[src/rtl/core/srtf_ram.sv]
// Generic single-port-write, single-port-read RAM with a registered read.
// No dependencies.
module srtf_ram #(
    parameter int WIDTH = 8,
    parameter int DEPTH = 16
) (
    input  logic                     clk,
    input  logic                     we,
    input  logic [$clog2(DEPTH)-1:0] waddr,
    input  logic [WIDTH-1:0]         wdata,
    input  logic [$clog2(DEPTH)-1:0] raddr,
    output logic [WIDTH-1:0]         rdata
);
    logic [WIDTH-1:0] mem [DEPTH];

    always_ff @(posedge clk)
    begin
        if (we)
        begin
            mem[waddr] <= wdata;
        end
        rdata <= mem[raddr];
    end
endmodule

[config.mk]
export PLATFORM = sky130hd
export DESIGN_NAME = srtf_ram
export DESIGN_NICKNAME = d
export VERILOG_FILES = /design/src/rtl/core/srtf_ram.sv
export SDC_FILE = /design/constraint.sdc
export NUM_CORES = 1
export LEC_CHECK = 0
export BUFFER_PORTS_ARGS = -buffer_cell sky130_fd_sc_hd__buf_2
export CAP_MARGIN = 40
export CORE_MARGIN = 10
export CORE_UTILIZATION = 30
export CTS_CLUSTER_DIAMETER = 120
export DETAILED_ROUTE_END_ITERATION = 7
export PLACE_DENSITY = 0.56
export SETUP_SLACK_MARGIN = 0.5
export SKIP_LAST_GASP = 1
export SLEW_MARGIN = 20
export SYNTH_ARGS = -nofsm -noshare
export SYNTH_HDL_FRONTEND = slang
export SYNTH_SLANG_ARGS = --single-unit
[constraint.sdc]
create_clock -name clk -period 2.1 [get_ports clk]
set_clock_uncertainty 0.05 [all_clocks]
set_input_delay 0.525 -clock clk [delete_from_list [all_inputs] [get_ports clk]]
set_output_delay 0.525 -clock clk [all_outputs]
set_load 0.01 [all_outputs]
==> flow_summary.ini <==
[floorplanning]
die-area_sq_um = 22800
design.core.area_sq_um = 16700
die_w_um = 151
core.rowCount = 47
ios = 26
start_util_pct = 30.8
die_h_um = 151

[sta]
slew_violations = 0
slew_headroom_pct = 69.9
setup_violations = 0
period_share_pct = 72.0
grt_setup_unrepaired = false
period_minus_slack_ps = 1510
hold_viol_final = 0
fmax_ghz = 0.662
fin_tns_setup_ps = 0
worstMarginPinSlew_ps = 451

[power]
combPwrFrac_pct = 5.1
p_sw_share_pct = 19.9
clockPowerShare_pct = 44.9
vdd_drop_max_uv = 543
power_leakage_uw = 0.00206
p_sw_uw = 1210
p_seq_share_pct = 50.1
intPower_uw = 4890
power-per-cell-area_nw_per_um2 = 981

[clocking]
clockRootBuffer = clkbuf_16
cts.sinks = 136
cts_tree = done
cts_hold_buf = 0
htree_levels = 4
insertion_delay_ps = 410
clock_path_buffers = 2
cts_repair_resize_count = 0
clk_pin_slew_ps = 60
cts-buffers-inserted = 17
post_cts_buffers = 0

[routing]
wl_met1_um = 4860
drt-total-wl_um = 10300
vias_per_cell = 4.69
wl_per_cell_um = 19.9
antenna_left = 0
highest_layer = met4
drc = 0
drt_first_iter_violations = 160
wl_met3_um = 505
vias = 2427
met2_length_um = 4820
dr.pass1.iters = 4

[placed_design]
globalplace.congestion = 0.711
dp_cells = 486
hpwl_um = 6850
portBuffers = 25

[cells_and_area]
fin_cells = 518
regArea_sq_um = 4000
drive_gt1_share_pct = 38.3
diodes = 0
syn_to_final_growth_pct = 20.9
nets = 303
fillers = 1584
multi_input_area_sq_um = 1060

[worst_setup_path]
crit_path_start_kind = primary input
arrival_ps = 1750
crit_path_end_kind = flop
crit_path_max_fanout = 6
critPathKind = primary input to flop
critPathRequiredTime_ps = 2330

[synthesis]
synth_cells = 229
synth.most_common_cell = edfxtp_1
yosys-top-cells-count = edfxtp_1 (128), mux4_2 (18), a22oi_1 (16)
yosys_most_used_dff = edfxtp_1
synthesis.nets = 247
syn_area_per_cell_sq_um = 22.5
synth_cell_types = 19
ys_seq_area_share_pct = 77.8
synth_xor_area_share_pct = 0
synthArstFlopShare_pct = 0
synth.area.mux_share_pct = 15.0
synth_edf_count = 128
synth_top_family_by_area = multiplexers
synthSimpleGateAreaFrac_pct = 3.18
synth_top_cell_by_area = edfxtp_1
synth_compound_area_share_pct = 2.33
synth_area_sq_um = 5150
ys_ff_latch = 136
synthTopCellsByArea = edfxtp_1 (75%), mux4_2 (7.9%), mux4_1 (7.1%)
yosys_warnings = 0
synth_top_area_share_pct = 74.7
synth_fa_ha_area_share_pct = 0

[run_status]
status = completed

[global_routing]
grt_usage_pct = 9.79
grt_antenna_before_repair = 0
grt_pass1_vias = 2605
grt_pass1_wl_um = 16100
grt_max_degree = 17
grt_overflow = 0

[hold_path]
worstHoldPathType = primary input to flop

[run]
cap_violations = 0
## flip-flops by register name, summed over array words and instances, names as in the netlist
register  count
rdata         8
mem         128
## cell usage in the layout, fill, tap and decap left out
cell and count:
mux4_2 31, clkinv_1 1, buf_4 18, clkbuf_1 3, mux4_1 1, nand2b_1 2, buf_12 4, buf_2 25
nor2_1 10, nor3_2 3, dfxtp_1 8, edfxtp_1 128, nor3_4 1, nor2b_1 1, nand2_1 9, clkinv_2 9
or3b_4 1, nand3_1 1, nor2_4 3, nand3b_1 2, and2_1 1, and2b_1 1, clkbuf_16 17, bufinv_16 2
a22oi_1 16
## layer usage
| layer | vias to the layer above | GRT usage [%] |
|---|---|---|
| li1 | 1071 | - |
| met1 | 1290 | 13.1 |
| met5 | - | 0 |
| met2 | 53 | 14.3 |
| met3 | 13 | 3.31 |
| met4 | 0 | 3.95 |
## logic make-up after synthesis
logic type / after synthesis
muxes: 32
AOI/OAI and AO/OA: 16
DFF: 136
buffers and inverters: 10
and+or+nand+nor: 35
## critical path, cell delays in order
cell and delay [ps]:
buf_2 160, buf_4 210, mux4_2 500, a22oi_1 260
nand2_1 80
## final cells by class
| class | instances | share of cell area (%) |
|---|---|---|
| Clock buffer | 20 | 7.02 |
| Multi-Input combinational cell | 83 | 17.0 |
| Sequential cell | 136 | 64.3 |
| Clock inverter | 12 | 1.75 |
| Timing Repair Buffer | 47 | 5.47 |
| Tap cell | 220 | 4.42 |
## final timing paths
path         depth (start not counted)  slack [ps]                  from                   end
max reg2reg                          3         750   mem[3][2]$_DFFE_PP_      rdata[2]$_DFF_P_
max                                  5         590              raddr[0]      rdata[0]$_DFF_P_
min                                  1         450              wdata[2]  mem[12][2]$_DFFE_PP_
min reg2reg                          3         630  mem[14][5]$_DFFE_PP_      rdata[5]$_DFF_P_
## power groups by stage
stage / combinational, uW / sequential [uW] / clock (uW)
global placement: 310 / 3110 / 0
detailed placement: 318 / 3110 / 0
CTS: 318 / 3060 / 2780
floorplan: 173 / 3110 / 0
finish: 309 / 3060 / 2740
global route: 340 / 3060 / 2910
## per-stage QoR
stage	worst slack, ps	total power [uW]	util [%]	hold slack, ps	cell area, sq um
after CTS	560	6160	37.3	445	6220
after detailed placement	127	3430	34.0	622	5680
final	589	6100	37.3	447	6220
after floorplan	392	3290	-	574	5180
after global placement	148	3420	34.0	614	5680
after global routing	513	6310	37.3	456	6220
Power figures use the tool's default switching activity.
